**src/rtl/acstep_pkg.sv**
```systemverilog
package acstep_pkg;

   // data memory geometry
   localparam int MEM_DEPTH = 128;
   localparam int ADDR_W    = $clog2(MEM_DEPTH);

   // operand bits that form a memory address
   localparam logic [7:0] ADDR_MASK = 8'h7F;
   localparam logic [7:0] PC_STEP   = 8'd2;

   // mode codes
   localparam logic MODE_EXEC = 1'b0;
   localparam logic MODE_LOAD = 1'b1;

   // opcodes
   localparam logic [7:0] OP_JZ  = 8'd0;
   localparam logic [7:0] OP_LDA = 8'd1;
   localparam logic [7:0] OP_STA = 8'd2;
   localparam logic [7:0] OP_ADD = 8'd3;
   localparam logic [7:0] OP_SUB = 8'd4;
   localparam logic [7:0] OP_JMP = 8'd5;
   localparam logic [7:0] OP_LDB = 8'd6;
   localparam logic [7:0] OP_HLT = 8'd7;

   typedef struct packed {
      logic [7:0] pc;
      logic [7:0] acc;
      logic [7:0] breg;
      logic       zero;
      logic       halted;
   } cpu_state_type;

   typedef struct packed {
      logic              en;
      logic [ADDR_W-1:0] addr;
      logic [7:0]        data;
   } mem_wr_type;

   // masked operand folded into the memory; at most seven folds for depth >= 16
   function automatic logic [ADDR_W-1:0] mem_addr(input logic [7:0] operand);
      logic [8:0] v;
      v = {1'b0, operand & ADDR_MASK};
      for (int i = 0; i < 8; i++) begin
         if (v >= 9'(MEM_DEPTH)) begin
            v = v - 9'(MEM_DEPTH);
         end
      end
      return v[ADDR_W-1:0];
   endfunction

endpackage

```
**src/rtl/acstep_ram.sv**
```systemverilog
module acstep_ram #(
   parameter int WIDTH = 8,
   parameter int DEPTH = 128
) (
   input  logic                     clock,
   input  logic                     wr_en,
   input  logic [$clog2(DEPTH)-1:0] wr_addr,
   input  logic [WIDTH-1:0]         wr_data,
   input  logic                     rd_en,
   input  logic [$clog2(DEPTH)-1:0] rd_addr,
   output logic [WIDTH-1:0]         rd_data
);

   logic [WIDTH-1:0] mem_ff [DEPTH];
   logic [WIDTH-1:0] rd_data_ff;

   always_ff @(posedge clock) begin
      if (wr_en) begin
         mem_ff[wr_addr] <= wr_data;
      end
      if (rd_en) begin
         rd_data_ff <= mem_ff[rd_addr];
      end
   end

   assign rd_data = rd_data_ff;

endmodule

```
**src/rtl/acstep_exec.sv**
```systemverilog
module acstep_exec
   import acstep_pkg::*;
(
   input  cpu_state_type     cur,
   input  logic              mode,
   input  logic [7:0]        opcode,
   input  logic [7:0]        operand,
   input  logic [7:0]        load_value,
   input  logic [ADDR_W-1:0] addr,
   input  logic [7:0]        mem_rd,
   output cpu_state_type     nxt,
   output logic              bad,
   output mem_wr_type        wr
);

   logic [7:0] pc_next;
   logic [7:0] sum;
   logic [7:0] diff;

   assign pc_next = cur.pc + PC_STEP;
   assign sum     = cur.acc + cur.breg;
   assign diff    = cur.acc - cur.breg;

   always_comb begin
      nxt     = cur;
      bad     = 1'b0;
      wr.en   = 1'b0;
      wr.addr = addr;
      wr.data = cur.acc;
      if (mode == MODE_LOAD) begin
         wr.en   = 1'b1;
         wr.data = load_value;
      end else if (!cur.halted) begin
         unique case (opcode)
            OP_JZ: begin
               nxt.pc = cur.zero ? operand : pc_next;
            end
            OP_LDA: begin
               nxt.acc  = mem_rd;
               nxt.zero = (mem_rd == 8'd0);
               nxt.pc   = pc_next;
            end
            OP_STA: begin
               wr.en  = 1'b1;
               nxt.pc = pc_next;
            end
            OP_ADD: begin
               nxt.acc  = sum;
               nxt.zero = (sum == 8'd0);
               nxt.pc   = pc_next;
            end
            OP_SUB: begin
               nxt.acc  = diff;
               nxt.zero = (diff == 8'd0);
               nxt.pc   = pc_next;
            end
            OP_JMP: begin
               nxt.pc = operand;
            end
            OP_LDB: begin
               nxt.breg = mem_rd;
               nxt.pc   = pc_next;
            end
            OP_HLT: begin
               nxt.halted = 1'b1;
            end
            default: begin
               nxt.halted = 1'b1;
               bad        = 1'b1;
            end
         endcase
      end
   end

endmodule

```
**src/rtl/accumulator_cpu_instruction_step_core.sv**
```systemverilog
// Channel   Dir  Handshake          Word
// req_      in   req_valid/stall    mode, opcode, operand, load_value
// rsp_      out  rsp_valid/stall    pc_out, acc_out, breg_out, zero_out,
//                                   halted_out, bad_opcode
//
// Accepted words pass the input stage, then the result register; one word per cycle while rsp_stall is low.
// Input stage: operand latched, data memory read issued (registered read port).
// Execute: instruction executes, machine state and memory commit, result
//          register loads. A write in the same edge as the next read is
//          forwarded into that read.
// Reset clears registers, flags and per-byte valid bits (unwritten bytes
// read as zero); no clearing pass. A stalled result holds the input stage,
// which, if empty, still takes one more word before req_stall rises.
module accumulator_cpu_instruction_step_core
   import acstep_pkg::*;
(
   input  logic       clock,
   input  logic       reset,
   input  logic       req_valid,
   output logic       req_stall,
   input  logic       req_mode,
   input  logic [7:0] req_opcode,
   input  logic [7:0] req_operand,
   input  logic [7:0] req_load_value,
   output logic       rsp_valid,
   input  logic       rsp_stall,
   output logic [7:0] rsp_pc_out,
   output logic [7:0] rsp_acc_out,
   output logic [7:0] rsp_breg_out,
   output logic       rsp_zero_out,
   output logic       rsp_halted_out,
   output logic       rsp_bad_opcode
);

   // handshake
   logic req_accept;
   logic s1_fire;

   // input stage
   logic              s1_valid_ff, s1_valid_in;
   logic              s1_mode_ff;
   logic [7:0]        s1_opcode_ff;
   logic [7:0]        s1_operand_ff;
   logic [7:0]        s1_load_value_ff;
   logic [ADDR_W-1:0] s1_addr_ff;
   logic [ADDR_W-1:0] req_addr;

   // memory and bypass
   logic [MEM_DEPTH-1:0] mem_valid_ff;
   logic                 fwd_hit_ff;
   logic [7:0]           fwd_data_ff;
   logic [7:0]           ram_q;
   logic [7:0]           mem_rd;

   // machine state
   cpu_state_type st_ff;
   cpu_state_type st_in;
   logic          bad;
   mem_wr_type    wr;
   logic          wr_commit;

   // result register
   logic          rsp_valid_ff, rsp_valid_in;
   cpu_state_type rsp_st_ff;
   logic          rsp_bad_ff;

   // input stage moves on whenever the result register is free or draining
   assign s1_fire    = s1_valid_ff && (!rsp_valid_ff || !rsp_stall);
   assign req_stall  = s1_valid_ff && !s1_fire;
   assign req_accept = req_valid && !req_stall;
   assign req_addr   = mem_addr(req_operand);

   assign s1_valid_in  = req_accept || (s1_valid_ff && !s1_fire);
   assign rsp_valid_in = s1_fire || (rsp_valid_ff && rsp_stall);
   assign wr_commit    = s1_fire && wr.en;

   always_ff @(posedge clock) begin
      if (reset) begin
         s1_valid_ff  <= 1'b0;
         rsp_valid_ff <= 1'b0;
         mem_valid_ff <= '0;
         fwd_hit_ff   <= 1'b0;
         st_ff        <= '0;
      end else begin
         s1_valid_ff  <= s1_valid_in;
         rsp_valid_ff <= rsp_valid_in;
         if (wr_commit) begin
            mem_valid_ff[wr.addr] <= 1'b1;
         end
         if (req_accept) begin
            // same-edge write to the address being read: ram returns old byte
            fwd_hit_ff <= wr_commit && (wr.addr == req_addr);
         end
         if (s1_fire) begin
            st_ff <= st_in;
         end
      end
   end

   // payload, no reset
   always_ff @(posedge clock) begin
      if (req_accept) begin
         s1_mode_ff       <= req_mode;
         s1_opcode_ff     <= req_opcode;
         s1_operand_ff    <= req_operand;
         s1_load_value_ff <= req_load_value;
         s1_addr_ff       <= req_addr;
         fwd_data_ff      <= wr.data;
      end
      if (s1_fire) begin
         rsp_st_ff  <= st_in;
         rsp_bad_ff <= bad;
      end
   end

   acstep_ram #(
      .WIDTH (8),
      .DEPTH (MEM_DEPTH)
   ) u_ram (
      .clock   (clock),
      .wr_en   (wr_commit),
      .wr_addr (wr.addr),
      .wr_data (wr.data),
      .rd_en   (req_accept),
      .rd_addr (req_addr),
      .rd_data (ram_q)
   );

   // bypass first, then unwritten bytes read as zero
   always_comb begin
      if (fwd_hit_ff) begin
         mem_rd = fwd_data_ff;
      end else if (mem_valid_ff[s1_addr_ff]) begin
         mem_rd = ram_q;
      end else begin
         mem_rd = 8'd0;
      end
   end

   acstep_exec u_exec (
      .cur        (st_ff),
      .mode       (s1_mode_ff),
      .opcode     (s1_opcode_ff),
      .operand    (s1_operand_ff),
      .load_value (s1_load_value_ff),
      .addr       (s1_addr_ff),
      .mem_rd     (mem_rd),
      .nxt        (st_in),
      .bad        (bad),
      .wr         (wr)
   );

   assign rsp_valid      = rsp_valid_ff;
   assign rsp_pc_out     = rsp_st_ff.pc;
   assign rsp_acc_out    = rsp_st_ff.acc;
   assign rsp_breg_out   = rsp_st_ff.breg;
   assign rsp_zero_out   = rsp_st_ff.zero;
   assign rsp_halted_out = rsp_st_ff.halted;
   assign rsp_bad_opcode = rsp_bad_ff;

`ifndef NO_ASSERTIONS
   a_halt_sticky: assert property (@(posedge clock) disable iff (reset)
      st_ff.halted |=> st_ff.halted)
      else $error("halt flag cleared without reset");

   a_halt_frozen: assert property (@(posedge clock) disable iff (reset)
      st_ff.halted |=> $stable(st_ff.pc) && $stable(st_ff.acc)
                       && $stable(st_ff.breg) && $stable(st_ff.zero))
      else $error("machine state changed while halted");

   a_bad_halts: assert property (@(posedge clock) disable iff (reset)
      rsp_valid && rsp_bad_opcode |-> rsp_halted_out)
      else $error("bad opcode reported without halt");

   a_fire_result: assert property (@(posedge clock) disable iff (reset)
      s1_fire |=> rsp_valid)
      else $error("executed word produced no result");
`endif

endmodule

```
**config.mk**
```make
export PLATFORM = sky130hd
export DESIGN_NAME = accumulator_cpu_instruction_step_core
export DESIGN_NICKNAME = d
export VERILOG_FILES = /design/src/rtl/acstep_pkg.sv /design/src/rtl/acstep_ram.sv /design/src/rtl/acstep_exec.sv /design/src/rtl/accumulator_cpu_instruction_step_core.sv
export SDC_FILE = /design/constraint.sdc
export NUM_CORES = 1
export LEC_CHECK = 0
export BUFFER_PORTS_ARGS = -buffer_cell sky130_fd_sc_hd__buf_2
export CORE_UTILIZATION = 38
export CTS_BUF_LIST = sky130_fd_sc_hd__clkbuf_8
export DETAILED_ROUTE_END_ITERATION = 7
export GPL_TIMING_DRIVEN = 0
export HOLD_SLACK_MARGIN = 0.05
export MAX_ROUTING_LAYER = met4
export SLEW_MARGIN = 40
export SYNTH_ARGS = -nofsm -noshare
export SYNTH_HDL_FRONTEND = slang
export SYNTH_HIERARCHICAL = 1
export SYNTH_SLANG_ARGS = --single-unit
```
**constraint.sdc**
```tcl
create_clock -name clock -period 17.5 [get_ports clock]
set_input_delay 1.75 -clock clock [delete_from_list [all_inputs] [get_ports clock]]
set_output_delay 1.75 -clock clock [all_outputs]
set_load 0.01 [all_outputs]
```
* Word-level counts from Yosys, hierarchy flattened
Memories as Yosys holds them, arrays and structs flattened. A register that Yosys moved wholly into a read port is not among the register bits.
Index checks and enable logic that the tools add are counted.
** Storage, ports and cells
- Memory bits (writable) :: 1024
- Logic and storage cells :: 103
- Bits in registers :: 224
- Memories :: 1
- Output and inout port bits :: 29
- Bits of input ports :: 29
** Memory list
- u_ram.mem_ff :: words 128, width 8, rd ports 1, clocked after Yosys merged registers in 1, wr ports 1, RTL line acstep_ram.sv:14 : logic [WIDTH-1:0] mem_ff [DEPTH];
** Cells by class
- Eq/ne operators :: 8
- Magnitude comparators :: 10
- Bitwise logic cells :: 1
- Add/sub/neg operators :: 11
- Reduce and logical (&&, ||, !) cells :: 22
- Muxes and demuxes :: 29
** Operators with widths (count)
- $or A128 B128 Y128 :: 1
- $ge A9 B8 Y1 const B :: 7
- $mux W9 :: 7
- $sub A9 B8 Y9 const B :: 6
- $mux W26 :: 2
- $pmux W8 S3 :: 2
- $mux W8 :: 5
- $eq A8 B3 Y1 const B :: 4
- $logic_not A8 Y1 :: 4
- $eq A8 B2 Y1 const B :: 2
- $mux W1 :: 9
- $sub A7 B8 Y9 const B :: 1
- $add A8 B2 Y8 const B :: 1
- $add A8 B8 Y8 :: 1
- $eq A8 B1 Y1 const B :: 1
- $ge A7 B8 Y1 const B :: 1
- $lt A7 B8 Y1 const B :: 1
- $reduce_or A8 Y1 :: 1
- $sub A8 B8 Y8 :: 1
- $bmux W1 S7 :: 1
- $demux W1 S7 :: 1
- $eq A7 B7 Y1 :: 1
- $ge A7 B1 Y1 const B :: 1
- $logic_and A1 B1 Y1 :: 7
- other kinds (8) :: 13

* Longest topological paths before layout
- Depth in word-level cells :: 18
- Depth in mapped cells :: 16
- Mapped depth without buffers :: 12

* Hierarchy
Netlist, hierarchy kept.
** Modules (own cells, without submodules)
- acstep_ram :: area each 39745.6 um2, instances 1, cells an instance 1635, seq. area each 30989.7 um2
- accumulator_cpu_instruction_step_core :: area each 8456.9 um2, instances 1, cells an instance 798, seq. area each 4944.7 um2
- acstep_exec :: area each 1736.7 um2, instances 1, cells an instance 250, seq. area each 0.0 um2

* Worst setup path before layout
No wires, ideal clock.
- Path kind :: register -> register
- From :: reg s1_mode_ff
- To :: reg fwd_data_ff[0] (data pin)
- Buffers on the path :: 1
- Slack :: 10.576 ns
- Setup time :: 1.204 ns
- Data required time :: 16.296 ns
- Period minus slack after synthesis :: 6.924 ns
- Cell stages (with the launch flop) :: 3
- Arrival :: 5.719 ns
- Path through :: edfxtp_1 -> buf_1 -> o21ai_0
** RTL lines
- start: declaration :: RTL line accumulator_cpu_instruction_step_core.sv:41 : logic s1_mode_ff;
- start signal: assignment :: RTL line accumulator_cpu_instruction_step_core.sv:103 : s1_mode_ff <= req_mode;
- end signal: assignment :: RTL line accumulator_cpu_instruction_step_core.sv:108 : fwd_data_ff <= wr.data;
- end: declaration :: RTL line accumulator_cpu_instruction_step_core.sv:51 : logic [7:0] fwd_data_ff;

==> results.json <==
{
  "first_iter_violations": 2794,
  "die_y_um": 365,
  "yosysWarnings": 6,
  "routabilityCongestion": 0.867,
  "crit_slowest_cell": "nor2_1",
  "whs_endpoint": "mem_valid_ff[68]",
  "clock-root-buffer": "clkbuf_8",
  "grt_max_degree": 85,
  "pin_count": 58,
  "cts_resized": 0,
  "synthTopCellsByArea": "edfxtp_1 66%, mux4_2 16%, dfxtp_1 6.3%, nor2_1 2.1%, a21oi_1 1.8%",
  "wl_per_cell_um": 26.4,
  "crit_start": "s1_opcode_ff[4]",
  "rrSetupSlack_ps": 12470,
  "dieArea_mm2": 0.133,
  "place_inst": 4503,
  "rr_worst_depth": 12,
  "nets": 3007,
  "wirelength_met1_um": 53800,
  "r2r-end": "u_ram/mem_ff[38][0]",
  "critPathMaxFanout": 10,
  "wl_met2_um": 62200,
  "syn_area_per_cell_um2": 18.6,
  "ant_nets": 0,
  "vias_per_cell": 5.48,
  "syn_nets": 2730,
  "ys_async_sr_fraction": 0,
  "port_buffers": 56,
  "fin_crit_ps": 5030,
  "synth.largest_area_cell": "edfxtp_1",
  "grt_pass1_wl_um": 186000,
  "final-instance-count-excl-fill": 4868,
  "netlist_instances": 2683,
  "setup_viol": 0,
  "tightest_slew_ps": 868,
  "final_layout_size_suffix_gt1_frac": 0.286,
  "hold_class": "flip-flop to flip-flop",
  "crit_chain": "or4_4, buf_6, nor2_2, buf_4, a31o_2, nand2_1, inv_1, clkbuf_1, nor2b_1, nand3_1, clkbuf_2, nor2_1",
  "slew_violations": 0,
  "clockBufferDepth": 3,
  "grtUsageTotal": 0.201,
  "ys.flop_type": "edfxtp_1",
  "drc": 0,
  "p_per_area_mw_per_mm2": 104,
  "cpPeakStageDelay_ps": 810,
  "required_ps": 17990,
  "syn_area_mm2": 0.0499,
  "synth_enable_flop_cells": 1092,
  "clock-sinks": 1249,
  "area_delta_synth_final_pct": 14.0,
  "clock_skew_ps": 42.8,
  "arrival_ps": 5520,
  "final_hold_viol_count": 0,
  "whs_path_depth": 2,
  "clk_pin_slew_ps": 60,
  "cts_hold_buf": 0,
  "dr.pass1.iters": 5,
  "wl_met3_um": 9650,
  "worstHoldStart": "mem_valid_ff[68]",
  "tns_ps": 0,
  "cts_made_buffers": 197,
  "antenna_found_initial": 8,
  "cp-end-kind": "flip-flop",
  "status": "complete, no violations",
  "htreeDepth": 4,
  "die_w_um": 365,
  "grt_setup_unrepaired": "no",
  "p_leak_nw": 17.5,
  "slew_headroom": 0.421,
  "fmax_mhz": 199,
  "crit-reg2reg-launch": "s1_opcode_ff[4]",
  "clock_latency_ps": 900,
  "cp-start-kind": "flip-flop",
  "fin_crit_sh": 0.287,
  "row_count": 132,
  "start_util": 0.384,
  "maxCapViolations": 0,
  "core_area_mm2": 0.130,
  "first_global_vias": 26500,
  "synth-seq-cells": 1249,
  "dr.max_layer_used": "met4",
  "dp_hpwl_um": 84600,
  "path_class": "flip-flop to flip-flop",
  "cts_tree": "yes",
  "synth_top_cell_area_share": 0.657,
  "overflow": 0,
  "totalWireLength_um": 128000,
  "yosysUniqueCellTypes": 86,
  "vdd_drop_max_uv": 70.3,
  "yosysSeqAreaShare": 0.720,
  "postCtsSetupBuffers": 0,
  "vias": 26700
}
-- logic make-up (layout without fill, tap and decap cells) --
logic type,Yosys count,in the layout,synth area share
DFF,1249,1249,0.720
and+or+nand+nor,525,525,0.0474
muxes,403,403,0.172
AOI/OAI and AO/OA,293,293,0.0357
buffers and inverters,179,620,0.0175
adders and majority gates,18,18,0.00481
xor gates and xnor gates,16,16,0.00281
other,0,2,0
-- per-layer routing --
metal | up-vias | global-route usage
li1 | 11400 | -
met5 | - | -
met4 | 0 | 0.0564
met3 | 185 | 0.0429
met1 | 14100 | 0.267
met2 | 1022 | 0.312
-- cell usage in the layout, fill, tap and decap left out, types with 6 or more instances in the layout --
| cell type | netlist | layout |
|---|---|---|
| clkinv_2 | 0 | 20 |
| mux2_8 | 0 | 7 |
| buf_6 | 7 | 7 |
| a21oi_1 | 178 | 178 |
| xnor2_1 | 14 | 14 |
| o31ai_1 | 8 | 8 |
| bufinv_16 | 0 | 6 |
| nand2b_1 | 20 | 20 |
| inv_1 | 21 | 93 |
| buf_2 | 23 | 91 |
| mux2i_1 | 18 | 18 |
| nand2_1 | 99 | 99 |
| edfxtp_1 | 1092 | 1092 |
| mux2_2 | 25 | 18 |
| o21ai_0 | 23 | 22 |
| nand3_1 | 32 | 32 |
| clkbuf_1 | 76 | 56 |
| buf_16 | 0 | 11 |
| buf_1 | 21 | 10 |
| ha_1 | 16 | 16 |
| mux4_1 | 9 | 9 |
| mux4_2 | 351 | 351 |
| nor3_1 | 23 | 8 |
| o21ai_1 | 11 | 11 |
| dfxtp_1 | 157 | 157 |
| clkbuf_2 | 2 | 23 |
| buf_8 | 2 | 9 |
| o211ai_1 | 18 | 18 |
| buf_4 | 23 | 25 |
| nor2_2 | 2 | 56 |
| nor2_1 | 285 | 230 |
| nor3_2 | 4 | 18 |
| clkbuf_8 | 0 | 206 |
| clkinv_1 | 0 | 47 |
| nand4_1 | 7 | 7 |
| nor2b_1 | 17 | 17 |
-- cell usage after synthesis, types with 5 or more instances --
master	n
buf_1	21
xnor2_1	14
clkbuf_1	76
edfxtp_1	1092
mux2i_1	18
a21oi_1	178
nand2_1	99
mux4_2	351
buf_6	7
nor3b_1	5
mux4_1	9
nor2_1	285
buf_2	23
nor2b_1	17
mux2_2	25
nand4_1	7
ha_1	16
nor3_1	23
nand2b_1	20
a31oi_1	5
inv_1	21
buf_4	23
dfxtp_1	157
o21ai_1	11
o31ai_1	8
o21ai_0	23
o211ai_1	18
nand3_1	32
-- state kept, by name (all words and copies together) (netlist names), 8 cells and up --
signal and count:
u_ram/mem_ff 1024, mem_valid_ff 128, st_ff 26, fwd_data_ff 8, rsp_acc_out 8, rsp_breg_out 8, rsp_pc_out 8, s1_load_value_ff 8
s1_opcode_ff 8, s1_operand_ff 8, u_ram/rd_data 8
-- worst max-delay path by stage --
stage,endpoint,slack (ps),cells past startpoint
after floorplan,fwd_data_ff[0],10580,2
after global placement,u_ram/mem_ff[95][0],3120,2
after detailed placement,u_ram/rd_data[4],11960,7
after CTS,u_ram/mem_ff[88][5],12710,12
after global routing,u_ram/mem_ff[40][1],12320,12
final,u_ram/mem_ff[38][0],12470,12
-- critical path, delay by kind of cell, from the launching register on --
family          cells  cell delay (ps)
simple gates        6             2470
buf+inv             5             1610
flops               1              350
compound gates      1              210
-- stage by stage --
stage | utilization | setup slack [ps] | instance area (um^2) | power, mW | hold slack (ps)
after floorplan | - | 10580 | 49900 | 3.52 | 428
after global placement | 0.403 | 3120 | 52400 | 3.65 | 440
after detailed placement | 0.409 | 11960 | 53100 | 3.66 | 446
after CTS | 0.437 | 12710 | 56800 | 6.00 | 461
after global routing | 0.438 | 12320 | 56900 | 6.13 | 478
final | 0.438 | 12470 | 56900 | 5.93 | 460
-- final cells by class --
type	instances	area [um^2]
fillers	11300	73000
flip-flops and latches	1249	35900
multi-input cells	1255	13500
clock buffers	206	2840
well taps	1742	2180
clock inverters	157	853
plain buffers	156	825
repair buffers	78	713
inverters	23	86.3
diodes	2	5.00
-- power breakdown --
part | switching (mW) | internal (mW) | total [mW]
sequential | 0.00720 | 3.25 | 3.26
combinational | 0.213 | 0.125 | 0.338
clock | 1.15 | 1.18 | 2.33
total | 1.37 | 4.56 | 5.93
No activity file was read; power rests on OpenSTA's default activity.
